**src/design/median3x3_threshold_counter_core_defines.svh**
```systemverilog
// ---------------------------------------------------------------------------
// Assertion macros for the median filter core
// Shared concurrent assertion forms, clocked on clk and disabled in reset.
// ---------------------------------------------------------------------------
`ifndef MEDIAN3X3_THRESHOLD_COUNTER_CORE_DEFINES_SVH
`define MEDIAN3X3_THRESHOLD_COUNTER_CORE_DEFINES_SVH

// Same-cycle implication: when ante holds, cons must hold in that cycle.
`define MTC_ASSERT_IMPLY(label, ante, cons) \
    label: assert property (@(posedge clk) disable iff (!rst_n) (ante) |-> (cons)) \
        else $error("mtc check failed");

// Next-cycle implication: when ante holds, cons must hold in the next cycle.
`define MTC_ASSERT_NEXT(label, ante, cons) \
    label: assert property (@(posedge clk) disable iff (!rst_n) (ante) |=> (cons)) \
        else $error("mtc check failed");

`endif

```
**src/design/mtc_fifo.sv**
```systemverilog
// ---------------------------------------------------------------------------
// Small synchronous FIFO
// Register-array queue with a fill level; the head word is always visible.
// ---------------------------------------------------------------------------
`include "median3x3_threshold_counter_core_defines.svh"

module mtc_fifo #(
    parameter int WIDTH = 8,
    parameter int DEPTH = 4
) (
    input  logic                       clk,
    input  logic                       rst_n,
    input  logic                       wr_en,
    input  logic [WIDTH-1:0]           wr_data,
    input  logic                       rd_en,
    output logic [WIDTH-1:0]           rd_data,
    output logic                       empty,
    output logic                       full,
    output logic [$clog2(DEPTH+1)-1:0] level
);

    localparam int AW = (DEPTH > 1) ? $clog2(DEPTH) : 1;
    localparam int LW = $clog2(DEPTH+1);

    logic [WIDTH-1:0] mem [DEPTH];
    logic [AW-1:0]    wr_ptr_reg, wr_ptr_next;
    logic [AW-1:0]    rd_ptr_reg, rd_ptr_next;
    logic [LW-1:0]    level_reg, level_next;

    // Pointer and level update; pointers wrap at the depth.
    always_comb
    begin
        wr_ptr_next = wr_ptr_reg;
        rd_ptr_next = rd_ptr_reg;
        level_next  = level_reg;
        if (wr_en)
        begin
            wr_ptr_next = (wr_ptr_reg == AW'(DEPTH - 1)) ? '0 : wr_ptr_reg + 1'b1;
        end
        if (rd_en)
        begin
            rd_ptr_next = (rd_ptr_reg == AW'(DEPTH - 1)) ? '0 : rd_ptr_reg + 1'b1;
        end
        if (wr_en && !rd_en)
        begin
            level_next = level_reg + 1'b1;
        end
        else if (rd_en && !wr_en)
        begin
            level_next = level_reg - 1'b1;
        end
    end

    always_ff @(posedge clk or negedge rst_n)
    begin
        if (!rst_n)
        begin
            wr_ptr_reg <= '0;
            rd_ptr_reg <= '0;
            level_reg  <= '0;
        end
        else
        begin
            wr_ptr_reg <= wr_ptr_next;
            rd_ptr_reg <= rd_ptr_next;
            level_reg  <= level_next;
        end
    end

    // Storage words hold payload only.
    always_ff @(posedge clk)
    begin
        if (wr_en)
        begin
            mem[wr_ptr_reg] <= wr_data;
        end
    end

    assign rd_data = mem[rd_ptr_reg];
    assign empty   = (level_reg == '0);
    assign full    = (level_reg == LW'(DEPTH));
    assign level   = level_reg;

    // The credit logic upstream must never write a full queue or read an empty one.
    `MTC_ASSERT_IMPLY(a_no_overflow, wr_en, !full)
    `MTC_ASSERT_IMPLY(a_no_underflow, rd_en, !empty)
    `MTC_ASSERT_NEXT(a_level_up, wr_en && !rd_en, level_reg == $past(level_reg) + 1'b1)

endmodule

```
**config.mk**
```make
export PLATFORM = sky130hd
export DESIGN_NAME = mtc_fifo
export DESIGN_NICKNAME = d
export VERILOG_FILES = /design/src/design/mtc_fifo.sv
export VERILOG_INCLUDE_DIRS = /design/src /design/src/design
export SDC_FILE = /design/constraint.sdc
export NUM_CORES = 1
export LEC_CHECK = 0
export BUFFER_PORTS_ARGS = -buffer_cell sky130_fd_sc_hd__buf_4
export CAP_MARGIN = 30
export CORE_ASPECT_RATIO = 0.9
export CORE_UTILIZATION = 54
export CTS_CLUSTER_SIZE = 24
export DETAILED_ROUTE_END_ITERATION = 10
export PLACE_DENSITY = 0.81
export SYNTH_ARGS = -nofsm -noshare
export SYNTH_HDL_FRONTEND = slang
export SYNTH_SLANG_ARGS = --single-unit
```
**constraint.sdc**
```tcl
create_clock -name clk -period 1.5 [get_ports clk]
set_input_delay 0.225 -clock clk [delete_from_list [all_inputs] [get_ports clk]]
set_output_delay 0.225 -clock clk [all_outputs]
set_load 0.05 [all_outputs]
```
# --- After elaboration in Yosys (flattened, before gate mapping) ---
# Memories as Yosys holds them, arrays and structs flattened.
# Index checks and enable logic that the tools add are counted.
word_totals:
  ff_bits: 7
  ramBits: 32
  input_bits: 12
  out_inout_bits: 13
  mem_count: 1
mem_list:
  columns: ["name", "depth", "word_bits", "rd", "rd_clocked_by_memory_dff", "wr", "line", "text"]
  rows:
  - ["mem", 4, 8, 1, 0, 1, "mtc_fifo.sv:25", "logic [WIDTH-1:0] mem [DEPTH];"]
classes:
  n_addsub: 4
  eq_ne: 3
  muxes: 6
  reduce_logical: 6
op_table:
  columns: ["operator", "count"]
  rows:
  - ["two-way mux 3 bit", 2]
  - ["adder 2 x 1 -> 2 bit (second input constant)", 2]
  - ["equality test 2 bit (second input constant)", 2]
  - ["two-way mux 2 bit", 2]
  - ["adder 3 x 1 -> 3 bit (second input constant)", 1]
  - ["equality test 3 bit (second input constant)", 1]
  - ["logical NOT 3 bit", 1]
  - ["subtractor 3 x 1 -> 3 bit (second input constant)", 1]
  - ["logical AND 1 bit", 2]
  - ["logical NOT 1 bit", 2]
  - ["two-way mux 1 bit", 2]
  - ["nonzero test 2 bit", 1]

# --- Logic depth before layout (Yosys ltp) ---
depth:
  ltp_word: 4
  depth_mapped: 7

# --- Least setup slack after synthesis ---
# OpenSTA, ideal clock, no wires.
synth_timing:
  path_type: "register to output"
  from: "register level_reg[2] (netlist: level[2])"
  to: "output full"
  t_arrival_ns: 1.875
  required_time_ns: 1.275
  path_slack_ns: -0.600
  stages_incl_launch_ff: 2
  path_cell_list: "dfrtp_1 -> nor3b_1"
synth_between:
  elab_chain_len: 1
synth_lines:
  columns: ["item", "line", "text"]
  rows:
  - ["start: declaration", "mtc_fifo.sv:28", "logic [LW-1:0] level_reg, level_next;"]
  - ["start signal: assignment", "mtc_fifo.sv:66", "level_reg <= level_next;"]
  - ["equality test 3 bit", "mtc_fifo.sv:81", "assign full = (level_reg == LW'(DEPTH));"]
  - ["end: declaration", "mtc_fifo.sv:18", "output logic full,"]
# No other way between the ends.

# --- Worst setup path after layout ---
layout_timing:
  from: "register rd_ptr_reg[0]"
  to: "output rd_data[1]"
layout_between:
  elab_chain_len: 1
layout_lines:
  columns: ["item", "line", "text"]
  rows:
  - ["start: declaration", "mtc_fifo.sv:27", "logic [AW-1:0] rd_ptr_reg, rd_ptr_next;"]
  - ["start signal: assignment", "mtc_fifo.sv:65", "rd_ptr_reg <= rd_ptr_next;"]
  - ["memory (4 x 8 bit)", null, null]
  - ["end: declaration", "mtc_fifo.sv:16", "output logic [WIDTH-1:0] rd_data,"]
# No other way between the ends.

==> results.txt <==
P per Cell Area -> 2150 mW/mm^2
Seq cells post-synth -> 39
Final hold vios -> 0
Std-Cell Rows -> 18
Clk_lat worst skew -> 330 ps
Max_cap viols -> 0
Setup crit end kind -> primary output
Setup TNS -> -2370 ps
Area leader, netlist -> edfxtp_1
Starting DRT DRC Count -> 31
Grt ovf -> 0
Clock sinks -> 39
CTS root buf -> clkbuf_4
Antenna-violating nets left -> 0
Violated checks -> negative setup slack
Predominant post-synthesis flop cell -> edfxtp_1
R2r worst-path depth -> 4
DR WL/cell -> 16.1 um
Die Span Y -> 53.2 um
Port Buf Inserts -> 24
Startpoint Class -> flop
Final critical-path required period -> 1820 ps
Max frequency -> 0.550 GHz
Num CTS Buffers -> 5
Critical path endpoint -> rd_data[1]
GPL Wtd Cong -> 0.626
Placed cell areas -> 0.00188 mm^2
Most numerous cell in the Yosys netlist -> edfxtp_1
RR Endpoint -> level[2]
Top cells by area, synth -> edfxtp_1 61%, mux4_2 11%, dfrtp_1 11%
CP peak stage delay -> 530 ps
Post-route cell area -> 0.00201 mm^2
Sequential area share after synthesis -> 0.724
IO Pins -> 25
Crit path max-delay cell type -> mux4_2
CP arrival -> 1590 ps
Post-synth EDFFs -> 32
Crit Path Class -> reg2out
Die area -> 0.00313 mm^2
Syn avg cell area -> 19.9 um^2
Setup ws final -> -317 ps
Beginning of the critical path -> rd_ptr_reg[0]
Async SR Flop Fraction -> 0.179
Vias -> 823
Share of the synthesized area in the top cell type -> 0.612
CTS tree -> yes
Area delta synth->final -> 28.0%
Max reg flops -> 32
YS warnings -> 0
Synthesized cell area -> 0.00157 mm^2
Core area -> 0.00275 mm^2
Fin nets -> 138
Initial antenna violation count -> 0
Post-Route WL -> 2570 um
Syn Nets -> 98
Endpoints failing setup -> 8
Worst path cell trace -> buf_12 > mux4_2 > buf_6
RR Startpoint -> level[1]
CTS clk-pin slew, worst paths -> 110 ps
Total Routing Usage GR -> 0.200
Reg2reg setup slack -> 50 ps
CP required -> 1270 ps
Drt drc -> 0
Crit Path Max Fanout -> 8
Via density -> 5.14
Maximum vdd drop -> 0.977 mV
Most frequent cells after synthesis -> 32 x edfxtp_1, 8 x mux4_2, 7 x dfrtp_1
Slew headroom -> 0.690
H-tree levels -> 2
Synth unique cells -> 18
Largest net degree at the start of global routing -> 12
Worst hold path class -> in2reg
Status -> finished, violations left
Bufs on Longest Clock Path -> 2
Max-slew violations -> 0
Global-route wire length before repair -> 4030 um
DRT Pass-1 Iters -> 4
Period utilization -> 1.21
Cells after Synth -> 79
Share of cells above drive strength 1 -> 0.467
Max Clock Skew -> 6.96 ps
Vias in the first global route -> 796
Ant. Diodes -> 0
RSZ-0062 raised after global routing -> yes
Die Width -> 58.8 um
Least-Margin Pin Slew -> 465 ps
Detailed placement HPWL -> 1810 um
Initial Utilization -> 0.571
Leak -> 0.774 nW
## metal layers
metal  vias up  global-route usage  routed length (um)
met2        18               0.309                1310
li1        378                   -                   -
met4         0               0.107                  64
met1       420               0.263                1130
met3         7              0.0513                  72
met5         -                   0                   0
## how the worst min path moves through the flow
stage / cells past startpoint / slack (ps) / from / end
2_1_floorplan: 0 / -70 / rst_n / level[0]
3_3_place_gp: 1 / 40 / rst_n / level[2]
3_5_place_dp: 1 / 40 / rst_n / level[2]
4_1_cts: 1 / 70 / wr_data[1] / mem[0][1]
5_1_grt: 1 / 70 / wr_data[1] / mem[3][1]
6_report: 1 / 80 / wr_data[1] / mem[3][1]
## report_power, final
| part | internal (mW) | switching, mW | leakage, nW | total [mW] |
|---|---|---|---|---|
| clock | 0.225 | 0.307 | 0.0329 | 0.532 |
| sequential | 1.43 | 0.204 | 0.375 | 1.63 |
| combinational | 0.936 | 1.22 | 0.366 | 2.16 |
| total | 2.59 | 1.73 | 0.774 | 4.32 |
## logic make-up (layout without fill, tap and decap cells)
| group | after synthesis | in the layout | share of synthesized area |
|---|---|---|---|
| DFF | 39 | 39 | 0.724 |
| muxes | 11 | 11 | 0.136 |
| and+or+nand+nor | 10 | 10 | 0.0343 |
| adders and majority gates | 7 | 7 | 0.0606 |
| buffers and inverters | 7 | 48 | 0.0223 |
| xor gates and xnor gates | 3 | 3 | 0.0167 |
| AOI/OAI and AO/OA | 2 | 2 | 0.00637 |
## critical path, delay by kind of cell, from the launching register on
kind	cells	cell delay, ps
flip-flops	1	400
buffers and inverters	2	330
multiplexers	1	530
## metrics by stage
step	hold slack [ps]	util	setup slack (ps)	std cells	power (mW)
CTS	71.3	0.728	-341	159	4.33
floorplan	-70.6	-	-35.9	79	2.98
finish	82.2	0.731	-317	160	4.32
global placement	41.2	0.683	32.0	149	3.54
detailed placement	40.0	0.683	-88.3	149	3.62
global route	66.6	0.731	-370	160	4.54
## final cells by class
class                   count  area, um^2
inverters                   5        18.8
clock inverters             1        3.75
well taps                  40        50.0
clock buffers               7        55.1
fillers                   182         738
multi-input cells          33         424
repair buffers             35         319
flip-flops and latches     39        1140
## layout by cell type, fill, tap and decap left out, drive strengths merged
master,n
xnor2,1
nor2,2
nand3,1
dfrtp,7
nor3b,1
o21ai,2
buf,34
clkinv,1
mux4,8
edfxtp,32
nor3,1
ha,6
inv,5
nand2,1
xor2,2
mux2,3
clkbuf,7
dlygate4sd3,1
and2,4
fa,1
## timing repair
item,CTS,global route
gates resized for setup,12,1
buffers inserted,1,1
hold buffers,1,0
endpoints found under the setup margin,10,11
pin swaps,2,1
cloned,0,0
endpoints found under the hold margin,7,0
(Power assumes the default switching activity.)
