`src/design/median3x3_threshold_counter_core_defines.svh`:
```
// ---------------------------------------------------------------------------
// Assertion macros for the median filter core
// Shared concurrent assertion forms, clocked on clk and disabled in reset.
// ---------------------------------------------------------------------------
`ifndef MEDIAN3X3_THRESHOLD_COUNTER_CORE_DEFINES_SVH
`define MEDIAN3X3_THRESHOLD_COUNTER_CORE_DEFINES_SVH

// Same-cycle implication: when ante holds, cons must hold in that cycle.
`define MTC_ASSERT_IMPLY(label, ante, cons) \
    label: assert property (@(posedge clk) disable iff (!rst_n) (ante) |-> (cons)) \
        else $error("mtc check failed");

// Next-cycle implication: when ante holds, cons must hold in the next cycle.
`define MTC_ASSERT_NEXT(label, ante, cons) \
    label: assert property (@(posedge clk) disable iff (!rst_n) (ante) |=> (cons)) \
        else $error("mtc check failed");

`endif

```
`src/design/mtc_pkg.sv`:
```
// ---------------------------------------------------------------------------
// Median filter core package
// Register map, fixed field widths and the control word of a queued item.
// ---------------------------------------------------------------------------
package mtc_pkg;

    // Fixed widths of the configuration registers.
    localparam int WIDTH_BITS    = 11;
    localparam int THRESH_BITS   = 9;
    localparam int CFG_ADDR_BITS = 1;
    localparam int CFG_DATA_BITS = 11;

    // Register indexes.
    localparam logic [CFG_ADDR_BITS-1:0] REG_IMAGE_WIDTH = 1'b0;
    localparam logic [CFG_ADDR_BITS-1:0] REG_THRESHOLD   = 1'b1;

    // Register reset values.
    localparam logic [WIDTH_BITS-1:0]  WIDTH_RESET  = 11'd1024;
    localparam logic [THRESH_BITS-1:0] THRESH_RESET = 9'd128;

    // Window geometry and the narrowest usable row.
    localparam int WIN_TAPS  = 9;
    localparam int MIN_WIDTH = 3;

    // Control word that travels with each window through the queue.
    typedef struct packed {
        logic has_result;
        logic eof;
    } item_ctrl_t;

endpackage

```
`src/design/mtc_back.sv`:
```
// ---------------------------------------------------------------------------
// Median filter back end
// Three-stage median network, threshold test and saturating window count.
// ---------------------------------------------------------------------------
module mtc_back
    import mtc_pkg::*;
#(
    parameter int PIXEL_BITS = 8,
    parameter int COUNT_BITS = 20,
    parameter int OUT_DEPTH  = 8
) (
    input  logic                                  clk,
    input  logic                                  rst_n,
    input  logic [THRESH_BITS-1:0]                threshold,
    input  logic                                  q_empty,
    input  item_ctrl_t                            q_ctrl,
    input  logic [WIN_TAPS*PIXEL_BITS-1:0]        q_window,
    input  logic [$clog2(OUT_DEPTH+1)-1:0]        out_level,
    output logic                                  q_pop,
    output logic                                  res_push,
    output logic [PIXEL_BITS+COUNT_BITS+1:0]      res_data
);

    localparam int PB   = PIXEL_BITS;
    localparam int OLW  = $clog2(OUT_DEPTH+1);
    localparam int CMPW = (PB > THRESH_BITS) ? PB : THRESH_BITS;
    localparam logic [COUNT_BITS-1:0] COUNT_MAX = {COUNT_BITS{1'b1}};

    // Sort three values; result is {low, middle, high}.
    function automatic logic [3*PB-1:0] sort3(input logic [PB-1:0] a,
                                              input logic [PB-1:0] b,
                                              input logic [PB-1:0] c);
        logic [PB-1:0] l1, h1, t, lo, md, hi;
        l1 = (a < b) ? a : b;
        h1 = (a < b) ? b : a;
        hi = (h1 < c) ? c : h1;
        t  = (h1 < c) ? h1 : c;
        md = (l1 < t) ? t : l1;
        lo = (l1 < t) ? l1 : t;
        return {lo, md, hi};
    endfunction

    // Stage A: each window row sorted.
    logic          pa_valid_reg;
    item_ctrl_t    pa_ctrl_reg;
    logic [PB-1:0] pa_lo_reg [3];
    logic [PB-1:0] pa_md_reg [3];
    logic [PB-1:0] pa_hi_reg [3];

    // Stage B: largest low, middle of middles, smallest high.
    logic          pb_valid_reg;
    item_ctrl_t    pb_ctrl_reg;
    logic [PB-1:0] pb_lo_reg, pb_md_reg, pb_hi_reg;

    // Stage C: the median.
    logic          pc_valid_reg;
    item_ctrl_t    pc_ctrl_reg;
    logic [PB-1:0] pc_med_reg;

    logic [COUNT_BITS-1:0] count_reg, count_next;
    logic [3*PB-1:0]       row_sort [3];
    logic [3*PB-1:0]       lo_sort, md_sort, hi_sort, med_sort;
    logic [1:0]            inflight;
    logic [OLW:0]          credit_need;
    logic                  hit;

    // Pull from the queue only when the result queue has room for everything
    // already in the pipeline.
    always_comb
    begin
        inflight    = {1'b0, pa_valid_reg} + {1'b0, pb_valid_reg} + {1'b0, pc_valid_reg};
        credit_need = {1'b0, out_level} + (OLW+1)'(inflight);
        q_pop       = !q_empty && (credit_need < (OLW+1)'(OUT_DEPTH));
    end

    always_comb
    begin
        for (int r = 0; r < 3; r++)
        begin
            row_sort[r] = sort3(q_window[(r*3)*PB +: PB],
                                q_window[(r*3 + 1)*PB +: PB],
                                q_window[(r*3 + 2)*PB +: PB]);
        end
        lo_sort  = sort3(pa_lo_reg[0], pa_lo_reg[1], pa_lo_reg[2]);
        md_sort  = sort3(pa_md_reg[0], pa_md_reg[1], pa_md_reg[2]);
        hi_sort  = sort3(pa_hi_reg[0], pa_hi_reg[1], pa_hi_reg[2]);
        med_sort = sort3(pb_lo_reg, pb_md_reg, pb_hi_reg);
    end

    always_ff @(posedge clk or negedge rst_n)
    begin
        if (!rst_n)
        begin
            pa_valid_reg <= 1'b0;
            pb_valid_reg <= 1'b0;
            pc_valid_reg <= 1'b0;
            count_reg    <= '0;
        end
        else
        begin
            pa_valid_reg <= q_pop;
            pb_valid_reg <= pa_valid_reg;
            pc_valid_reg <= pb_valid_reg;
            count_reg    <= count_next;
        end
    end

    // Median network payload.
    always_ff @(posedge clk)
    begin
        pa_ctrl_reg <= q_ctrl;
        for (int r = 0; r < 3; r++)
        begin
            pa_lo_reg[r] <= row_sort[r][3*PB-1:2*PB];
            pa_md_reg[r] <= row_sort[r][2*PB-1:PB];
            pa_hi_reg[r] <= row_sort[r][PB-1:0];
        end
        pb_ctrl_reg <= pa_ctrl_reg;
        pb_lo_reg   <= lo_sort[PB-1:0];
        pb_md_reg   <= md_sort[2*PB-1:PB];
        pb_hi_reg   <= hi_sort[3*PB-1:2*PB];
        pc_ctrl_reg <= pb_ctrl_reg;
        pc_med_reg  <= med_sort[2*PB-1:PB];
    end

    // Threshold test and saturating count; end of frame clears the count.
    always_comb
    begin
        hit        = CMPW'(pc_med_reg) >= CMPW'(threshold);
        count_next = count_reg;
        if (pc_valid_reg && pc_ctrl_reg.has_result && hit && (count_reg != COUNT_MAX))
        begin
            count_next = count_reg + 1'b1;
        end
        res_push = pc_valid_reg && pc_ctrl_reg.has_result;
        res_data = {pc_med_reg, hit, count_next, pc_ctrl_reg.eof};
        if (pc_valid_reg && pc_ctrl_reg.eof)
        begin
            count_next = '0;
        end
    end

endmodule

```
`config.mk`:
```
export PLATFORM = sky130hd
export DESIGN_NAME = mtc_back
export DESIGN_NICKNAME = d
export VERILOG_FILES = /design/src/design/median3x3_threshold_counter_core_defines.svh /design/src/design/mtc_pkg.sv /design/src/design/mtc_back.sv
export SDC_FILE = /design/constraint.sdc
export NUM_CORES = 1
export LEC_CHECK = 0
export ABC_AREA = 1
export BUFFER_PORTS_ARGS = -buffer_cell sky130_fd_sc_hd__buf_4
export CELL_PAD_IN_SITES_DETAIL_PLACEMENT = 0
export CELL_PAD_IN_SITES_GLOBAL_PLACEMENT = 2
export CORE_ASPECT_RATIO = 1.2
export CORE_MARGIN = 2
export CORE_UTILIZATION = 25
export CTS_CLUSTER_SIZE = 20
export DETAILED_ROUTE_END_ITERATION = 6
export PLACE_DENSITY = 0.69
export SLEW_MARGIN = 20
export SYNTH_ARGS = -nofsm -noshare
export SYNTH_HDL_FRONTEND = slang
export SYNTH_SLANG_ARGS = --single-unit
```
`constraint.sdc`:
```
create_clock -name clk -period 6 [get_ports clk]
set_input_delay 0 -clock clk [delete_from_list [all_inputs] [get_ports clk]]
set_output_delay 0 -clock clk [all_outputs]
set_load 0.05 [all_outputs]
```
* After elaboration in Yosys (flattened, before gate mapping)
Memory sizes are Yosys's and may differ from the RTL's.
Index checks and enable logic that the tools add are counted.
** Cells by class
- Multiplexer cells :: 34
- Reduce and logical (&&, ||, !) cells :: 6
- Equality and inequality tests :: 1
- $add $sub $neg :: 4
- $lt $le $gt $ge :: 22
** Operator list (number)
- $mux W8 :: 32
- $lt A8 B8 Y1 :: 20
- $mux W20 :: 2
- $add A20 B1 Y20 const B :: 1
- $ne A20 B20 Y1 const B :: 1
- $ge A8 B9 Y1 :: 1
- $add A4 B2 Y5 :: 1
- $logic_and A1 B1 Y1 :: 5
- $lt A5 B4 Y1 const B :: 1
- $add A1 B1 Y2 :: 1
- $add A2 B1 Y2 :: 1
- $logic_not A1 Y1 :: 1
** Storage, ports and cells
- Bits in registers :: 61
- Memories kept :: 3
- Output and inout bits :: 32
- Input bits :: 90
- Memory bits (writable) :: 72
** Memory list
- pa_hi_reg :: depth 3, bits a word 8, rd ports 3, clocked after Yosys merged registers in 0, write ports 3, RTL line mtc_back.sv:48 : logic [PB-1:0] pa_hi_reg [3];
- pa_lo_reg :: depth 3, bits a word 8, rd ports 3, clocked after Yosys merged registers in 0, write ports 3, RTL line mtc_back.sv:46 : logic [PB-1:0] pa_lo_reg [3];
- pa_md_reg :: depth 3, bits a word 8, rd ports 3, clocked after Yosys merged registers in 0, write ports 3, RTL line mtc_back.sv:47 : logic [PB-1:0] pa_md_reg [3];

* Depth between registers and ports, before layout
- Word-level depth :: 6
- Mapped depth :: 32

* Least setup slack after synthesis
OpenSTA, ideal clock, no wires.
- Kind :: register to register
- Start point :: memory pa_md_reg[0][15] in the netlist's numbering
- End point :: register pb_md_reg[0]
- Cell stages (with the launch flop) :: 27
- Required time :: 5.887 ns
- Setup slack :: 1.694 ns
- Library setup time :: 0.113 ns
- Data arrival time :: 4.192 ns
- Path buffers :: 3
- Cell sequence :: dfxtp_1 -> inv_1 -> ha_1 -> nand2_1 -> o21a_1 -> nand2_1 -> clkbuf_1 -> buf_2 -> nand2_1 -> o21ai_0 -> ha_1 -> a21oi_1 -> nor2_1 -> a211oi_1 -> nand2_1 -> buf_2 -> inv_1 -> nand2_1 -> o21ai_0 -> inv_1 -> ha_1 -> a21oi_1 -> nor2_1 -> a211oi_1 -> nand2_2 -> nand2_1 -> nand2_1
** RTL lines
- start, declared :: RTL line mtc_back.sv:47
- end signal, assigned :: RTL line mtc_back.sv:120 : pb_md_reg <= md_sort[2*PB-1:PB];
- end, declared :: RTL line mtc_back.sv:53 : logic [PB-1:0] pb_lo_reg, pb_md_reg, pb_hi_reg;

==> summary.md <==
| Metric | Value |
|---|---|
| Antenna violations before repair | `0` |
| Top Ports | `122` |
| Pre-Repair DR Iteration Count | `5` |
| Register bit total from synthesis | `133` |
| Syn Nets | `1845` |
| Req. time, crit path | `roughly 6.3 ns` |
| Count leader, synth | `nand2_1` |
| Slew margin rel. | `0.465` |
| Ant. Diodes | `0` |
| Critical Path AT | `5.05 ns` |
| Antenna-violating nets left | `0` |
| Detailed Place HPWL | `between 20000 and 25000 µm` |
| Total die area | `43500 µm²` |
| Grt met1 use | `0.160` |
| Routed len/inst | `12.7 µm` |
| Layout area overhead | `22.4%` |
| Unrepaired setup endpoints after global routing | `no` |
| Post-synthesis sequential area ratio | `0.266` |
| Setup violations, final | `0` |
| Ys flop type | `dfxtp_1` |
| 1st-iter DRT viols | `about 320` |
| Max Cap Viol | `0` |
| Grt met3 use | `0.0172` |
| Via count | `9785` |
| Max frequency | `roughly 210 MHz` |
| Reg clk slew, reported paths | `0.07 ns` |
| Final Cycle Share | `0.792` |
| Post-synth EDFFs | `0` |
| H-tree levels | `4` |
| GPL Wtd Cong | `0.776` |
| Synth Warn # | `0` |
| Tot GR Track Use | `0.138` |
| Critical path origin | `pa_md_reg[0][5]$_DFF_P_` |
| Die height | `228 µm` |
| Core Util, Final | `0.308` |
| Critical path startpoint category | `flop` |
| Largest net degree at the start of global routing | `32` |
| Max Clock Skew | `0.0130 ns` |
| Most Crowded Layer GR | `met2` |
| Status | `completed` |
| Worst-Margin Slew | `0.800 ns` |
| Netlist cell types | `35` |
| Critical Path End Type | `flop` |
| Net total in the final layout | `1977` |
| IO buf count | `roughly 120` |
| HP Start | `q_window[2]` |
| Hold/Removal Path Class | `in2reg` |
| Die W | `191 µm` |
| Hold_buf cts | `30` |
| Post-route minimum period | `4.75 ns` |
| Hold Vio Cnt, Final | `0` |
| Max clock buf depth | `2` |
| Met2 GRT Util | `0.260` |
| Yosys top cell area share | `0.211` |
| # resized after CTS | `0` |
| Layout cell share with drive strength beyond 1 | `0.105` |
| CTS tree | `built` |
| Post-synth top area cell | `dfxtp_1` |
| CTS buffer count | `17` |
| # DRC | `0` |
| Initial core utilization | `0.251` |
| Mean Syn Cell Area | `6.51 µm²` |
| Filler cells | `4676` |
| Clock sinks | `133` |
| GRT overflow | `0` |
| Post-synthesis instance area | `approximately 10000 µm²` |
| Max Slew Vio Count | `0` |
| # Post-CTS Setup Buffers | `0` |
| FFs w/ async S/R, synth | `0.173` |
| Vias/cell | `about 4.3` |
| Top post-synthesis cells by area | `dfxtp_1 21%, ha_1 18%, nand2_1 17%, inv_1 9.4%, o21ai_0 6.6%` |
| Vias in the first global route | `between 9k and 10k` |
| Total core area | `41600 µm²` |
| Crit path max fanout | `31` |
| DRT Wirelength | `29100 µm` |
| First-pass GRT wire length | `47700 µm` |
| Clock Latency Late Sink | `0.43 ns` |
| Row cnt | `82` |
| Setup TNS | `0 ns` |
| Crit Reg-Reg Startpoint | `pa_md_reg[0][5]$_DFF_P_` |
| Syn Inst Count | `1604` |
| Crit path kind | `reg2reg` |
| Commonest cells post-synth | `486 x nand2_1, 262 x inv_1, 150 x ha_1` |
| Root buffer cell | `clkbuf_16` |
-- cell families after synthesis --
| family | count (synthesis) | synth area share |
|---|---|---|
| buffers and inverters | 308 | 0.117 |
| AOI/OAI and AO/OA | 257 | 0.131 |
| DFF | 133 | 0.266 |
| xor gates and xnor gates | 16 | 0.0134 |
| and+or+nand+nor | 739 | 0.291 |
| adders and majority gates | 151 | 0.182 |
-- metrics by stage --
stage	setup WS, ns	hold slack (ns)	std cells	cell area [µm²]
4_1_cts	1.17	0.00234	2295	12800
3_3_place_gp	1.24	-0.0763	2233	11900
6_report	1.25	0.0192	2295	12800
5_1_grt	0.579	0.0409	2295	12800
3_5_place_dp	1.19	-0.0767	2233	11900
2_1_floorplan	1.69	-0.296	1604	10500
-- layer usage --
metal / vias to the layer above / share of wire
li1: 5362 / -
met1: 4279 / 0.44
met2: 121 / 0.52
met3: 23 / 0.023
met4: 0 / 0.015
met5: - / 0
-- final cells by class --
class / instances / area (µm²) / area share
timing repair buffer: 158 / 1260 / 0.0986
clock buffer: 25 / 495 / 0.0387
sequential: 133 / 2780 / 0.217
multi-input combinational: 1163 / 6450 / 0.504
tap: 546 / 683 / 0.0534
clock inverter: 7 / 143 / 0.0111
inverter: 263 / 987 / 0.0772
-- cell usage in the layout, fill, tap and decap left out, types with 2 or more instances in the layout --
master,count
a21oi_1,92
a211oi_1,11
clkbuf_1,4
nand3_1,109
nand2_4,6
inv_1,262
nand2_1,486
bufinv_16,4
xor2_1,11
dfxtp_1,110
clkbuf_16,17
a211oi_2,3
nor2_2,3
o21ai_0,138
ha_1,150
and2_1,9
dfrtp_1,23
clkbuf_8,4
o21a_1,6
nor2_1,104
nor4_1,4
nand2_2,13
dlygate4sd3_1,30
o21ai_1,2
nand4_1,2
buf_4,128
xnor2_1,5
-- worst max-delay path, stage by stage (launching register included) --
cell and delay [ns]:
dfxtp_1 0.43, ha_1 0.28, a21oi_1 0.16, o21a_1 0.15, nand2_1 0.45, o21ai_0 0.48
ha_1 0.31, a21oi_1 0.15, nor2_1 0.05, a211oi_1 0.28, nand2_1 0.32, inv_1 0.14
nand2_1 0.05, o21ai_0 0.12, inv_1 0.07, ha_1 0.29, a21oi_1 0.16, nor2_1 0.05
a211oi_1 0.17, buf_4 0.20, nand2_2 0.12, nand2_1 0.09, nand2_1 0.09
-- path summary, 6_finish.rpt --
path	endpoint	slack (ns)	cells after the start
worst max-delay path	pb_md_reg[5]$_DFF_P_	1.25	22
worst min-delay path	pa_md_reg[0][2]$_DFF_P_	0.02	5
worst max register to register	pb_md_reg[5]$_DFF_P_	1.25	22
worst min register to register	res_data[0]$_DFF_P_	0.33	0
max in group asynchronous	count_reg[9]$_DFF_PN0_	4.33	4
min in group asynchronous	count_reg[6]$_DFF_PN0_	0.49	3
Power is left out: the tool's default activity adds up to more than one toggle a clock period on the data nets, which glitch-free logic cannot reach.
